==> src/hw/rtl/dblcd_pkg.sv <==
// shared types, register map and command codes for the dual-bank lcd refresh engine
`default_nettype none

package dblcd_pkg;

    // framebuffer item as taken on the input channel
    typedef struct packed {
        logic       operation;
        logic       bank;
        logic [1:0] page;
        logic [5:0] column;
        logic [7:0] pixel_byte;
    } item_t;

    // one bus write on the output channel
    typedef struct packed {
        logic       chip_select;
        logic       is_data;
        logic [7:0] bus_value;
        logic       last;
    } bus_write_t;

    typedef struct packed {
        logic [6:0] bank0_column_offset;
        logic [6:0] bank1_column_offset;
        logic       bank0_reverse_scan;
        logic       bank1_reverse_scan;
        logic [4:0] start_line;
    } cfg_t;

    // classified work handed from the front part to the back part
    typedef struct packed {
        logic       init;
        logic       bank;
        logic       page_emit;
        logic [1:0] page;
        logic       write_emit;
        logic [6:0] col_addr;
        logic [7:0] pixel;
    } job_t;

    localparam int APB_ADDR_W = 5;
    localparam int APB_DATA_W = 32;
    localparam int REG_IDX_W  = 3;

    localparam logic [REG_IDX_W-1:0] REG_BANK0_OFFSET = 3'd0;
    localparam logic [REG_IDX_W-1:0] REG_BANK1_OFFSET = 3'd1;
    localparam logic [REG_IDX_W-1:0] REG_BANK0_SCAN   = 3'd2;
    localparam logic [REG_IDX_W-1:0] REG_BANK1_SCAN   = 3'd3;
    localparam logic [REG_IDX_W-1:0] REG_START_LINE   = 3'd4;

    localparam logic [6:0] BANK0_OFFSET_RESET = 7'd19;
    localparam logic [6:0] BANK1_OFFSET_RESET = 7'd0;
    localparam logic       BANK0_SCAN_RESET   = 1'b1;
    localparam logic       BANK1_SCAN_RESET   = 1'b0;
    localparam logic [4:0] START_LINE_RESET   = 5'd0;

    localparam logic [7:0] SHADOW_RESET = 8'hFF;

    localparam logic [7:0] CMD_END_RMW      = 8'hEE;
    localparam logic [7:0] CMD_STATIC_OFF   = 8'hA4;
    localparam logic [7:0] CMD_DUTY_32      = 8'hA9;
    localparam logic [7:0] CMD_DISPLAY_ON   = 8'hAF;
    localparam logic [7:0] CMD_ADC_REVERSE  = 8'hA1;
    localparam logic [7:0] CMD_ADC_FORWARD  = 8'hA0;
    localparam logic [7:0] CMD_SOFT_RESET   = 8'hE2;
    localparam logic [7:0] CMD_START_LINE   = 8'hC0;
    localparam logic [7:0] CMD_SET_PAGE     = 8'hB8;

    localparam logic [2:0] INIT_LEN = 3'd7;

    localparam int QUEUE_DEPTH = 4;
    localparam int QUEUE_PTR_W = 2;

    function automatic logic [7:0] init_cmd(
        input logic [2:0] step,
        input logic       reverse,
        input logic [4:0] line
    );
        logic [7:0] cmd;
        unique case (step)
            3'd0:    cmd = CMD_END_RMW;
            3'd1:    cmd = CMD_STATIC_OFF;
            3'd2:    cmd = CMD_DUTY_32;
            3'd3:    cmd = CMD_DISPLAY_ON;
            3'd4:    cmd = reverse ? CMD_ADC_REVERSE : CMD_ADC_FORWARD;
            3'd5:    cmd = CMD_SOFT_RESET;
            default: cmd = CMD_START_LINE | {3'd0, line};
        endcase
        return cmd;
    endfunction

endpackage

`default_nettype wire

==> src/hw/rtl/dblcd_cfg_regs.sv <==
// apb configuration registers of the lcd refresh engine
`default_nettype none

module dblcd_cfg_regs
(
    input  wire logic                                 clk,
    input  wire logic                                 rst_n,
    input  wire logic                                 psel,
    input  wire logic                                 penable,
    input  wire logic                                 pwrite,
    input  wire logic [dblcd_pkg::APB_ADDR_W-1:0]     paddr,
    input  wire logic [dblcd_pkg::APB_DATA_W-1:0]     pwdata,
    output logic      [dblcd_pkg::APB_DATA_W-1:0]     prdata,
    output logic                                      pready,
    output dblcd_pkg::cfg_t                           cfg
);

    dblcd_pkg::cfg_t                     cfg_reg;
    dblcd_pkg::cfg_t                     cfg_next;
    logic [dblcd_pkg::REG_IDX_W-1:0]     reg_idx;
    logic                                wr_en;

    assign pready  = 1'b1;
    assign reg_idx = paddr[dblcd_pkg::APB_ADDR_W-1:2];
    assign wr_en   = psel && penable && pwrite;
    assign cfg     = cfg_reg;

    always_comb
    begin
        cfg_next = cfg_reg;
        if (wr_en)
        begin
            unique case (reg_idx)
                dblcd_pkg::REG_BANK0_OFFSET: cfg_next.bank0_column_offset = pwdata[6:0];
                dblcd_pkg::REG_BANK1_OFFSET: cfg_next.bank1_column_offset = pwdata[6:0];
                dblcd_pkg::REG_BANK0_SCAN:   cfg_next.bank0_reverse_scan  = pwdata[0];
                dblcd_pkg::REG_BANK1_SCAN:   cfg_next.bank1_reverse_scan  = pwdata[0];
                dblcd_pkg::REG_START_LINE:   cfg_next.start_line          = pwdata[4:0];
                default:                     cfg_next = cfg_reg;
            endcase
        end
    end

    always_comb
    begin
        unique case (reg_idx)
            dblcd_pkg::REG_BANK0_OFFSET: prdata = {25'd0, cfg_reg.bank0_column_offset};
            dblcd_pkg::REG_BANK1_OFFSET: prdata = {25'd0, cfg_reg.bank1_column_offset};
            dblcd_pkg::REG_BANK0_SCAN:   prdata = {31'd0, cfg_reg.bank0_reverse_scan};
            dblcd_pkg::REG_BANK1_SCAN:   prdata = {31'd0, cfg_reg.bank1_reverse_scan};
            dblcd_pkg::REG_START_LINE:   prdata = {27'd0, cfg_reg.start_line};
            default:                     prdata = '0;
        endcase
    end

    always_ff @(posedge clk or negedge rst_n)
    begin
        if (!rst_n)
        begin
            cfg_reg.bank0_column_offset <= dblcd_pkg::BANK0_OFFSET_RESET;
            cfg_reg.bank1_column_offset <= dblcd_pkg::BANK1_OFFSET_RESET;
            cfg_reg.bank0_reverse_scan  <= dblcd_pkg::BANK0_SCAN_RESET;
            cfg_reg.bank1_reverse_scan  <= dblcd_pkg::BANK1_SCAN_RESET;
            cfg_reg.start_line          <= dblcd_pkg::START_LINE_RESET;
        end
        else
        begin
            cfg_reg <= cfg_next;
        end
    end

endmodule

`default_nettype wire

==> src/hw/rtl/dblcd_front.sv <==
// front part: takes items, checks them against the shadow memory, queues work
`default_nettype none

module dblcd_front #(
    parameter int BANK_COUNT   = 2,
    parameter int BANK_COLUMNS = 61,
    parameter int PAGE_COUNT   = 4
)
(
    input  wire logic               clk,
    input  wire logic               rst_n,
    input  wire logic               item_valid,
    output logic                    item_ready,
    input  wire dblcd_pkg::item_t   item,
    input  wire dblcd_pkg::cfg_t    cfg,
    output logic                    job_push,
    output dblcd_pkg::job_t         job,
    input  wire logic               queue_full
);

    localparam int PAGE_STRIDE = BANK_COUNT * BANK_COLUMNS;
    localparam int DEPTH       = PAGE_STRIDE * PAGE_COUNT;
    localparam int IDX_W       = (DEPTH > 1) ? $clog2(DEPTH) : 1;
    localparam logic [IDX_W-1:0] LAST_IDX = IDX_W'(DEPTH - 1);

    logic [7:0]        shadow_mem [DEPTH];
    logic [7:0]        rd_data_reg;

    logic              clr_active_reg, clr_active_next;
    logic [IDX_W-1:0]  clr_addr_reg, clr_addr_next;

    logic              s1_valid_reg, s1_valid_next;
    logic              s1_init_reg;
    logic              s1_byte_reg;
    logic [IDX_W-1:0]  s1_idx_reg;
    dblcd_pkg::item_t  s1_item_reg;
    logic              fwd_hit_reg;
    logic [7:0]        fwd_data_reg;

    logic              accept;
    logic              bank_ok, page_ok, col_ok;
    logic              is_init, is_byte;
    logic [31:0]       idx_calc;
    logic [IDX_W-1:0]  idx;

    logic              s1_fire;
    logic [7:0]        old_byte;
    logic              changed;
    logic              s1_wr;
    logic [6:0]        offset;
    logic [7:0]        col_sum;

    logic              mem_we;
    logic [IDX_W-1:0]  mem_waddr;
    logic [7:0]        mem_wdata;

    // classification of the incoming item
    assign bank_ok  = {31'd0, item.bank} < 32'(BANK_COUNT);
    assign page_ok  = {30'd0, item.page} < 32'(PAGE_COUNT);
    assign col_ok   = {26'd0, item.column} < 32'(BANK_COLUMNS);
    assign is_init  = item.operation && bank_ok;
    assign is_byte  = !item.operation && bank_ok && page_ok && col_ok;
    assign idx_calc = {30'd0, item.page} * 32'(PAGE_STRIDE)
                    + {31'd0, item.bank} * 32'(BANK_COLUMNS)
                    + {26'd0, item.column};
    assign idx      = idx_calc[IDX_W-1:0];

    assign s1_fire    = s1_valid_reg && !queue_full;
    assign item_ready = !clr_active_reg && (!s1_valid_reg || !queue_full);
    assign accept     = item_valid && item_ready;

    // compare against the shadow, with the write of the previous item forwarded
    assign old_byte = fwd_hit_reg ? fwd_data_reg : rd_data_reg;
    assign changed  = old_byte != s1_item_reg.pixel_byte;
    assign s1_wr    = s1_fire && s1_byte_reg && changed;
    assign offset   = s1_item_reg.bank ? cfg.bank1_column_offset : cfg.bank0_column_offset;
    assign col_sum  = {1'b0, offset} + {2'd0, s1_item_reg.column};

    always_comb
    begin
        job.init       = s1_init_reg;
        job.bank       = s1_item_reg.bank;
        job.page_emit  = s1_byte_reg && (s1_item_reg.column == 6'd0);
        job.page       = s1_item_reg.page;
        job.write_emit = s1_byte_reg && changed;
        job.col_addr   = col_sum[6:0];
        job.pixel      = s1_item_reg.pixel_byte;
    end

    assign job_push = s1_fire && (job.init || job.page_emit || job.write_emit);

    // shadow write port, shared with the clearing pass after reset
    assign mem_we    = clr_active_reg || s1_wr;
    assign mem_waddr = clr_active_reg ? clr_addr_reg : s1_idx_reg;
    assign mem_wdata = clr_active_reg ? dblcd_pkg::SHADOW_RESET : s1_item_reg.pixel_byte;

    always_ff @(posedge clk)
    begin
        if (mem_we)
        begin
            shadow_mem[mem_waddr] <= mem_wdata;
        end
        if (accept && is_byte)
        begin
            rd_data_reg <= shadow_mem[idx];
        end
    end

    always_comb
    begin
        clr_active_next = clr_active_reg;
        clr_addr_next   = clr_addr_reg;
        if (clr_active_reg)
        begin
            clr_addr_next = clr_addr_reg + 1'b1;
            if (clr_addr_reg == LAST_IDX)
            begin
                clr_active_next = 1'b0;
            end
        end
    end

    always_comb
    begin
        priority if (accept)
            s1_valid_next = 1'b1;
        else if (s1_fire)
            s1_valid_next = 1'b0;
        else
            s1_valid_next = s1_valid_reg;
    end

    always_ff @(posedge clk or negedge rst_n)
    begin
        if (!rst_n)
        begin
            clr_active_reg <= 1'b1;
            clr_addr_reg   <= '0;
            s1_valid_reg   <= 1'b0;
        end
        else
        begin
            clr_active_reg <= clr_active_next;
            clr_addr_reg   <= clr_addr_next;
            s1_valid_reg   <= s1_valid_next;
        end
    end

    always_ff @(posedge clk)
    begin
        if (accept)
        begin
            s1_item_reg  <= item;
            s1_init_reg  <= is_init;
            s1_byte_reg  <= is_byte;
            s1_idx_reg   <= idx;
            fwd_hit_reg  <= s1_wr && (s1_idx_reg == idx);
            fwd_data_reg <= s1_item_reg.pixel_byte;
        end
    end

endmodule

`default_nettype wire

==> src/hw/rtl/dblcd_queue.sv <==
// short job queue between the front and back parts
`default_nettype none

module dblcd_queue
(
    input  wire logic              clk,
    input  wire logic              rst_n,
    input  wire logic              push,
    input  wire dblcd_pkg::job_t   push_job,
    output logic                   full,
    output logic                   empty,
    output dblcd_pkg::job_t        head,
    input  wire logic              pop
);

    localparam int CNT_W = dblcd_pkg::QUEUE_PTR_W + 1;
    localparam logic [CNT_W-1:0] DEPTH_CNT = CNT_W'(dblcd_pkg::QUEUE_DEPTH);

    dblcd_pkg::job_t                      entry_reg [dblcd_pkg::QUEUE_DEPTH];
    logic [dblcd_pkg::QUEUE_PTR_W-1:0]    wr_ptr_reg, wr_ptr_next;
    logic [dblcd_pkg::QUEUE_PTR_W-1:0]    rd_ptr_reg, rd_ptr_next;
    logic [CNT_W-1:0]                     count_reg, count_next;
    logic                                 do_push, do_pop;

    assign full    = count_reg == DEPTH_CNT;
    assign empty   = count_reg == '0;
    assign head    = entry_reg[rd_ptr_reg];
    assign do_push = push && !full;
    assign do_pop  = pop && !empty;

    always_comb
    begin
        wr_ptr_next = do_push ? wr_ptr_reg + 1'b1 : wr_ptr_reg;
        rd_ptr_next = do_pop  ? rd_ptr_reg + 1'b1 : rd_ptr_reg;
        count_next  = count_reg + CNT_W'(do_push) - CNT_W'(do_pop);
    end

    always_ff @(posedge clk or negedge rst_n)
    begin
        if (!rst_n)
        begin
            wr_ptr_reg <= '0;
            rd_ptr_reg <= '0;
            count_reg  <= '0;
        end
        else
        begin
            wr_ptr_reg <= wr_ptr_next;
            rd_ptr_reg <= rd_ptr_next;
            count_reg  <= count_next;
        end
    end

    always_ff @(posedge clk)
    begin
        if (do_push)
        begin
            entry_reg[wr_ptr_reg] <= push_job;
        end
    end

endmodule

`default_nettype wire

==> src/hw/rtl/dblcd_back.sv <==
// back part: expands queued jobs into bus writes through an output register
`default_nettype none

module dblcd_back
(
    input  wire logic                  clk,
    input  wire logic                  rst_n,
    input  wire logic                  queue_empty,
    input  wire dblcd_pkg::job_t       head,
    output logic                       pop,
    input  wire dblcd_pkg::cfg_t       cfg,
    output logic                       wr_valid,
    input  wire logic                  wr_ready,
    output dblcd_pkg::bus_write_t      wr
);

    logic                    out_valid_reg, out_valid_next;
    dblcd_pkg::bus_write_t   out_reg;
    logic [2:0]              step_reg, step_next;

    logic                    load;
    logic                    emit;
    logic [2:0]              count;
    logic [2:0]              byte_step;
    logic                    reverse;
    logic [7:0]              value;
    logic                    is_data;
    logic                    last;

    assign load    = !out_valid_reg || wr_ready;
    assign emit    = load && !queue_empty;
    assign reverse = head.bank ? cfg.bank1_reverse_scan : cfg.bank0_reverse_scan;

    always_comb
    begin
        if (head.init)
            count = dblcd_pkg::INIT_LEN;
        else
            count = {2'd0, head.page_emit} + (head.write_emit ? 3'd2 : 3'd0);
    end

    // byte jobs: optional page command, then optional column command and data
    assign byte_step = step_reg - {2'd0, head.page_emit};

    always_comb
    begin
        is_data = 1'b0;
        priority if (head.init)
            value = dblcd_pkg::init_cmd(step_reg, reverse, cfg.start_line);
        else if (head.page_emit && step_reg == 3'd0)
            value = dblcd_pkg::CMD_SET_PAGE | {6'd0, head.page};
        else if (byte_step == 3'd0)
            value = {1'b0, head.col_addr};
        else
        begin
            value   = head.pixel;
            is_data = 1'b1;
        end
    end

    assign last = step_reg == (count - 3'd1);
    assign pop  = emit && last;

    always_comb
    begin
        step_next = step_reg;
        if (emit)
            step_next = last ? 3'd0 : step_reg + 3'd1;
        priority if (emit)
            out_valid_next = 1'b1;
        else if (wr_ready)
            out_valid_next = 1'b0;
        else
            out_valid_next = out_valid_reg;
    end

    always_ff @(posedge clk or negedge rst_n)
    begin
        if (!rst_n)
        begin
            out_valid_reg <= 1'b0;
            step_reg      <= 3'd0;
        end
        else
        begin
            out_valid_reg <= out_valid_next;
            step_reg      <= step_next;
        end
    end

    always_ff @(posedge clk)
    begin
        if (emit)
        begin
            out_reg.chip_select <= head.bank;
            out_reg.is_data     <= is_data;
            out_reg.bus_value   <= value;
            out_reg.last        <= last;
        end
    end

    assign wr_valid = out_valid_reg;
    assign wr       = out_reg;

endmodule

`default_nettype wire

==> src/hw/rtl/dual_bank_lcd_dirty_refresh.sv <==
// top level of the dual-bank lcd refresh engine with shadow framebuffer
//
// item_valid/item_ready/item take framebuffer bytes in refresh order, or an init request
// for one bank. wr_valid/wr_ready/wr give the bus writes (chip select, a0, byte, last).
// configuration registers sit on the apb port at byte addresses 0, 4, 8, 12 and 16.
// a byte at column 0 gives a set-page command; a byte that differs from the shadow
// copy gives a set-column command and a data write; an init request gives seven
// commands. unchanged bytes off column 0 and out-of-range items give nothing.
// throughput: one bus write per cycle while wr_ready is high; a request makes
// 0 to 7 writes; the front takes one request per cycle while the
// four-entry job queue has room.
// reset: the shadow memory is filled with ones by a clearing pass over all
// BANK_COUNT*BANK_COLUMNS*PAGE_COUNT entries (488 by default) during which
// item_ready stays low; registers may be written meanwhile.
// when the receiver stalls the output register holds, the queue fills and then
// item_ready drops.
`default_nettype none

module dual_bank_lcd_dirty_refresh #(
    parameter int BANK_COUNT   = 2,
    parameter int BANK_COLUMNS = 61,
    parameter int PAGE_COUNT   = 4
)
(
    input  wire logic                              clk,
    input  wire logic                              rst_n,
    input  wire logic                              item_valid,
    output logic                                   item_ready,
    input  wire dblcd_pkg::item_t                  item,
    output logic                                   wr_valid,
    input  wire logic                              wr_ready,
    output dblcd_pkg::bus_write_t                  wr,
    input  wire logic                              psel,
    input  wire logic                              penable,
    input  wire logic                              pwrite,
    input  wire logic [dblcd_pkg::APB_ADDR_W-1:0]  paddr,
    input  wire logic [dblcd_pkg::APB_DATA_W-1:0]  pwdata,
    output logic      [dblcd_pkg::APB_DATA_W-1:0]  prdata,
    output logic                                   pready
);

    dblcd_pkg::cfg_t   cfg;
    dblcd_pkg::job_t   push_job;
    dblcd_pkg::job_t   head_job;
    logic              job_push;
    logic              queue_full;
    logic              queue_empty;
    logic              job_pop;

    dblcd_cfg_regs u_cfg_regs (
        .clk     (clk),
        .rst_n   (rst_n),
        .psel    (psel),
        .penable (penable),
        .pwrite  (pwrite),
        .paddr   (paddr),
        .pwdata  (pwdata),
        .prdata  (prdata),
        .pready  (pready),
        .cfg     (cfg)
    );

    dblcd_front #(
        .BANK_COUNT   (BANK_COUNT),
        .BANK_COLUMNS (BANK_COLUMNS),
        .PAGE_COUNT   (PAGE_COUNT)
    ) u_front (
        .clk        (clk),
        .rst_n      (rst_n),
        .item_valid (item_valid),
        .item_ready (item_ready),
        .item       (item),
        .cfg        (cfg),
        .job_push   (job_push),
        .job        (push_job),
        .queue_full (queue_full)
    );

    dblcd_queue u_queue (
        .clk      (clk),
        .rst_n    (rst_n),
        .push     (job_push),
        .push_job (push_job),
        .full     (queue_full),
        .empty    (queue_empty),
        .head     (head_job),
        .pop      (job_pop)
    );

    dblcd_back u_back (
        .clk         (clk),
        .rst_n       (rst_n),
        .queue_empty (queue_empty),
        .head        (head_job),
        .pop         (job_pop),
        .cfg         (cfg),
        .wr_valid    (wr_valid),
        .wr_ready    (wr_ready),
        .wr          (wr)
    );

endmodule

`default_nettype wire

==> config.mk <==
export PLATFORM = sky130hd
export DESIGN_NAME = dual_bank_lcd_dirty_refresh
export DESIGN_NICKNAME = d
export VERILOG_FILES = /design/src/hw/rtl/dblcd_pkg.sv /design/src/hw/rtl/dblcd_cfg_regs.sv /design/src/hw/rtl/dblcd_front.sv /design/src/hw/rtl/dblcd_queue.sv /design/src/hw/rtl/dblcd_back.sv /design/src/hw/rtl/dual_bank_lcd_dirty_refresh.sv
export SDC_FILE = /design/constraint.sdc
export NUM_CORES = 2
export LEC_CHECK = 0
export BUFFER_PORTS_ARGS = -buffer_cell sky130_fd_sc_hd__buf_4
export CORE_MARGIN = 4
export CORE_UTILIZATION = 45
export DETAILED_ROUTE_END_ITERATION = 8
export PLACE_DENSITY = 0.6
export SETUP_SLACK_MARGIN = 0.2
export SYNTH_ARGS = -nofsm -noshare
export SYNTH_HDL_FRONTEND = slang
export SYNTH_SLANG_ARGS = --single-unit
==> constraint.sdc <==
create_clock -name clk -period 14.3 [get_ports clk]
set_clock_uncertainty 0.05 [all_clocks]
set_input_delay 2.145 -clock clk [delete_from_list [all_inputs] [get_ports clk]]
set_output_delay 2.145 -clock clk [all_outputs]
set_load 0.02 [all_outputs]
* Yosys cells after proc, flatten, opt, wreduce, memory -nomap -nowiden
Memory sizes are Yosys's and may differ from the RTL's. A register that Yosys moved wholly into a read port is not among the register bits. Index checks and enable logic that the tools add are counted.
Cells by class: add/subtract/negate cells 12, multipliers 2, divide/modulo/power cells 0, magnitude comparators 1, equality and inequality tests 14, shift operators 0, multiplexer cells 25, bitwise logic cells 0, reduce and logical (&&, ||, !) cells 42
Operator list (count):
- $pmux 8 s6 | 1
- $mux 8 | 5
- $pmux 7 s5 | 1
- $logic_and 1x1->1 | 18
- $mux 1 | 13
- $eq 3x2->1 const B | 4
- $eq 3x3->1 const B | 4
- $logic_not 3->1 | 4
- $reduce_and 2->1 | 5
- $add 9x1->9 const B | 1
- $add 9x6->9 | 1
- $add 9x7->9 | 1
- $eq 9x9->1 | 1
- $eq 9x9->1 const B | 1
- $mux 9 | 1
- $mul 2x6->8 const B | 1
- $ne 8x8->1 | 1
- $add 7x6->7 | 1
- $mul 1x6->7 const B | 1
- $mux 7 | 1
- $eq 3x1->1 const B | 2
- $logic_not 1->1 | 6
- $logic_not 6->1 | 1
- $lt 6x6->1 const B | 1
- other kinds (12) | 20
Storage, ports and cells: flip-flop bits (word level) 91, bits in latches 0, memory bits (writable) 3988, memory bits (read-only) 0, input port bits 62, output and inout port bits 46, memories kept 2
Memory list:
- u_front.shadow_mem | depth 488, bits a word 8, read ports 1, clocked after Yosys merged registers in 1, wr ports 1, RTL line dblcd_front.sv:26 | logic [7:0] shadow_mem [DEPTH];
- u_queue.entry_reg | depth 4, bits a word 21, read ports 1, clocked after Yosys merged registers in 0, wr ports 1, RTL line dblcd_queue.sv:19 | dblcd_pkg::job_t entry_reg [dblcd_pkg::QUEUE_DEPTH];

* Depth between registers and ports, before layout
An unclocked memory read counts as a cell.
word-level depth 9, mapped depth 18

* Hierarchy
From an unflattened synthesis, not the netlist that was laid out.
Second synthesis, totals: cells, all modules 7641, area total of the unflattened synthesis 160609.0 µm²
By module, submodules not included:
- dblcd_front | times used 1, cells an instance 7282, area each 154768.4 µm², seq. area each 118860.2 µm²
- dblcd_queue | times used 1, cells an instance 151, area each 3537.1 µm², seq. area each 2697.6 µm²
- dblcd_cfg_regs | times used 1, cells an instance 109, area each 1281.2 µm², seq. area each 530.5 µm²
- dblcd_back | times used 1, cells an instance 99, area each 1022.2 µm², seq. area each 430.4 µm²

* Worst setup path before layout
Ideal clock, no wire load.
kind input-to-reg, start point input item[10] (netlist name), end point register u_front.rd_data_reg[3], read port of u_front.shadow_mem, data pin, library setup time 274 ps, data arrival time 5330 ps, slack 8646 ps, stages 14, buffers on the path 5, cells stage by stage inv_1 fa_1 inv_1 fa_1 buf_2 buf_2 buf_2 clkbuf_1 clkbuf_1 mux4_2 mux2i_1 o32ai_1 nor4_1 a31oi_1
On the way: elaborated cells on any way between the ends 4, classes of those cells add/sub: 1; order compare: 1; reduce/logical: 2
RTL lines:
- start: declaration | RTL line dual_bank_lcd_dirty_refresh.sv:29 | input wire dblcd_pkg::item_t item,
- $add 9x6->9 | RTL line dblcd_front.sv:65 | + {26'd0, item.column};
- net u_front.idx_calc[2] | RTL line dblcd_front.sv:43 | logic [31:0] idx_calc;
- end: declaration | RTL line dblcd_front.sv:27 | logic [7:0] rd_data_reg;
The timed path passes the listed nets, and every way through them passes these cells. A chain may end at the register's enable or synchronous reset.

* Final worst setup path
start point input item[15] (netlist name), end point register u_front.rd_data_reg[2], read port of u_front.shadow_mem, data pin
On the way: word-level cells in the longest chain between the ends 3
RTL lines:
- $mul 2x6->8 | RTL line dblcd_front.sv:63 | assign idx_calc = {30'd0, item.page} * 32'(PAGE_STRIDE)
- $add 9x7->9 | RTL line dblcd_front.sv:64 | + {31'd0, item.bank} * 32'(BANK_COLUMNS)
- $add 9x6->9 | RTL line dblcd_front.sv:65
- net u_front.idx_calc[2] | RTL line dblcd_front.sv:43
The timed path passes the listed nets, and every way through them passes these cells.

==> results.json <==
{
  "rsz0062_at_grt": "no",
  "clk_pin_slew_ns": 0.06,
  "slew_headroom": 0.147,
  "dieArea_um2": 366000,
  "synth_area_leader_cell": "edfxtp_1",
  "fp.dieH_um": 605,
  "synth_seq_cells": 4087,
  "pre_cts_ws_ns": 6.07,
  "drt-wirelength-per-cell_um": 32.3,
  "io_pins": 108,
  "post_cts_buffers": 0,
  "placed_cells": 11866,
  "final_layout_size_suffix_gt1_frac": 0.258,
  "netlist_instances": 7363,
  "cts-buffers-inserted": 409,
  "worst_slew_pin_slew_ns": 1.28,
  "cp.required_ns": 14.94,
  "hold_path_class": "register to register",
  "p_leak_nw": 55.3,
  "vias_per_cell": 6.11,
  "maxSlewViolCount": 0,
  "combPwrFrac": 0.158,
  "dieWidth_um": 605,
  "clock_sinks": 4087,
  "ys_top_cells_by_area": "edfxtp_1 (76%), mux4_2 (16%), nor2_1 (1.3%)",
  "ys_async_sr_fraction": 0.0105,
  "grt_pass1_wl_um": 583000,
  "power_switching_mw": 7.63,
  "fin_crit_ns": 7.27,
  "syn2layout_area_growth_pct": 11.8,
  "cts_root_buffer": "clkbuf_16",
  "drt_iter0_drc": 10481,
  "ys_seq_area_frac": 0.765,
  "startpoint_type": "input pin",
  "num-nets-final": 7647,
  "syn_area_um2": 160000,
  "fin_tns_setup_ns": 0,
  "place_hpwl_um": 235000,
  "cts-resized-gates": 0,
  "largest_reg_flops": 3904,
  "p_int_mw": 21.3,
  "grt_util_all_layers": 0.221,
  "pwr-share-seq": 0.472,
  "core_um2": 353000,
  "total_power_mw": 28.9,
  "setup_viol": 0,
  "holdBufCountCts": 0,
  "hold_viol_final": 0,
  "antenna_found_initial": 21,
  "power.density_nw_per_um2": 162,
  "synth-edff-count": 4044,
  "grt_pass1_vias": 77354,
  "gp_congestion": 0.814,
  "synthFlopType": "edfxtp_1",
  "clkPwrFrac": 0.370,
  "worst_ir_drop_vdd_uv": 136,
  "drcViolationCount": 0,
  "synth_warnings": 0,
  "num_rows": 218,
  "p_sw_frac": 0.264,
  "ant_nets": 0,
  "clk_latency_ns": 0.97,
  "grt_overflow": 0,
  "route.vias.total": 77190,
  "cp-end-kind": "register",
  "tritoncts": "done",
  "dr.pass1.iters": 5,
  "fin_crit_sh": 0.508,
  "worstPathMaxFanout": 75,
  "clk_path_buf_depth": 4,
  "worst_slack_ns": 7.03,
  "grt_max_degree": 223,
  "synth.distinct_cells": 75,
  "initial_core_util": 0.453,
  "htreeDepth": 5,
  "avgSynthCellArea_um2": 21.8,
  "synth_top_area_frac": 0.758,
  "max_freq_mhz": 138,
  "status": "complete, no violations",
  "crit_type": "input pin to register",
  "port_buffers": 54,
  "instances_no_fill": 12624,
  "maxCapViolations": 0,
  "arrival_ns": 7.91,
  "drt-total-wl_um": 408000
}
-- cells in the final DEF (no fill, tap or decap), types with 11 or more instances in the layout --
cell type and count:
conb_1 26, inv_6 17, a21oi_1 54, dfrtp_1 38, a32oi_1 23, mux2_2 34, a211oi_1 39, edfxtp_1 4044
a22oi_1 24, o21ai_0 31, clkinvlp_4 12, bufinv_16 49, nor2_1 559, o22ai_1 14, inv_1 38, buf_4 195
buf_12 19, nand2_1 306, clkinv_1 98, clkinv_2 78, a31oi_1 27, nand2_4 16, nand3_1 74, ha_1 29
mux2i_1 91, clkbuf_1 74, a311oi_1 17, nor2b_1 25, nand4_1 20, xor2_1 17, o211ai_1 11, nor3_1 22
clkbuf_16 416, mux4_2 1150, xnor2_1 22
-- worst max-delay path, stage by stage --
cell	delay (ns)
buf_4	0.13
inv_1	0.09
fa_1	0.52
inv_1	0.07
fa_4	1.13
buf_4	0.56
buf_12	0.51
mux4_2	0.38
nor2b_1	0.15
a211oi_1	0.59
a311oi_1	0.16
a21oi_1	0.17
a21oi_1	0.19
a21o_1	0.24
a211oi_1	0.68
a21oi_1	0.10
-- area by class of cell --
class	count	area, µm²
multi-input cells	2792	35300
fillers	27770	174000
clock inverters	260	2570
diodes	8	20.0
repair buffers	214	1840
inverters	43	175
clock buffers	490	10700
flip-flops and latches	4087	123000
well taps	4730	5920
-- per-stage QoR --
stage                     instance area [µm²]  utilization  hold slack, ns
after floorplan                        160000            -           0.409
after global placement                 166000        0.469           0.414
after detailed placement               166000        0.469           0.441
after CTS                              179000        0.506           0.456
after global routing                   179000        0.506           0.480
final                                  179000        0.506           0.452
-- power groups by stage --
stage	Sequential (mW)	Combinational, mW	Clock [mW]
floorplan	13.9	2.66	0
global placement	13.9	4.54	0
detailed placement	13.9	4.59	0
CTS	13.6	4.60	10.9
global route	13.6	4.77	11.4
finish	13.6	4.57	10.7
-- cells in the mapped netlist (4+ instances only) --
cell type and number:
buf_4 97, or3_1 6, o221ai_1 9, a21o_1 8, o32ai_1 5, nor2b_1 25
mux4_2 1150, o211ai_1 11, or2_2 9, mux2i_1 91, nand4_1 20, xnor2_1 23
nand2_1 323, mux2_2 34, o22a_1 5, xor2_1 17, buf_6 46, edfxtp_1 4044
a221oi_1 5, nor4_1 6, clkbuf_1 177, dfstp_2 5, fa_1 7, o21ai_0 31
ha_1 31, a32oi_1 23, nor3_1 23, and2_1 10, a21oi_1 56, o22ai_1 14
nand3_1 74, nand2b_1 4, a31oi_1 27, o2111ai_1 9, a2111oi_0 8, inv_1 40
nor2_1 565, a311oi_1 17, a211oi_1 39, o311ai_0 5, buf_2 119, a22oi_1 24
dfrtp_1 38, and3_1 10, buf_1 26
-- per-layer routing --
| metal | up-vias | wire length (µm) | GRT usage |
|---|---|---|---|
| met2 | 3620 | 192000 | 0.343 |
| met1 | 41893 | 168000 | 0.326 |
| met4 | 10 | 12200 | 0.0608 |
| met5 | - | 52 | 0 |
| met3 | 659 | 35000 | 0.0393 |
| li1 | 31008 | - | - |
-- worst paths after layout --
check,startpoint,to,slack (ns),depth (start not counted)
worst min register to register,u_back.wr_valid,u_back.wr_valid,0.45,2
min in group asynchronous,rst_n,u_cfg_regs.cfg[1],1.16,1
worst max register to register,u_front.fwd_hit_reg,u_front.shadow_mem[263][3],8.89,10
worst min-delay path,u_back.wr_valid,u_back.wr_valid,0.45,2
worst max-delay path,item[15],u_front.rd_data_reg[2],7.03,16
max in group asynchronous,rst_n,u_front.clr_addr_reg[4],12.56,1
-- kinds of logic (layout without fill, tap and decap cells) --
| family | after synthesis | count (layout) | share of synthesized area |
|---|---|---|---|
| flip-flops | 4087 | 4087 | 0.765 |
| multiplexers | 1275 | 1275 | 0.170 |
| AND/OR/NAND/NOR | 1086 | 1086 | 0.0280 |
| buffers and inverters | 508 | 1007 | 0.0173 |
| AO/OA/AOI/OAI | 326 | 326 | 0.0145 |
| XOR/XNOR | 41 | 41 | 0.00229 |
| adder cells (fa/ha/maj) | 38 | 38 | 0.00330 |
| other | 2 | 34 | 0.0000469 |
(Power assumes the default switching activity.)
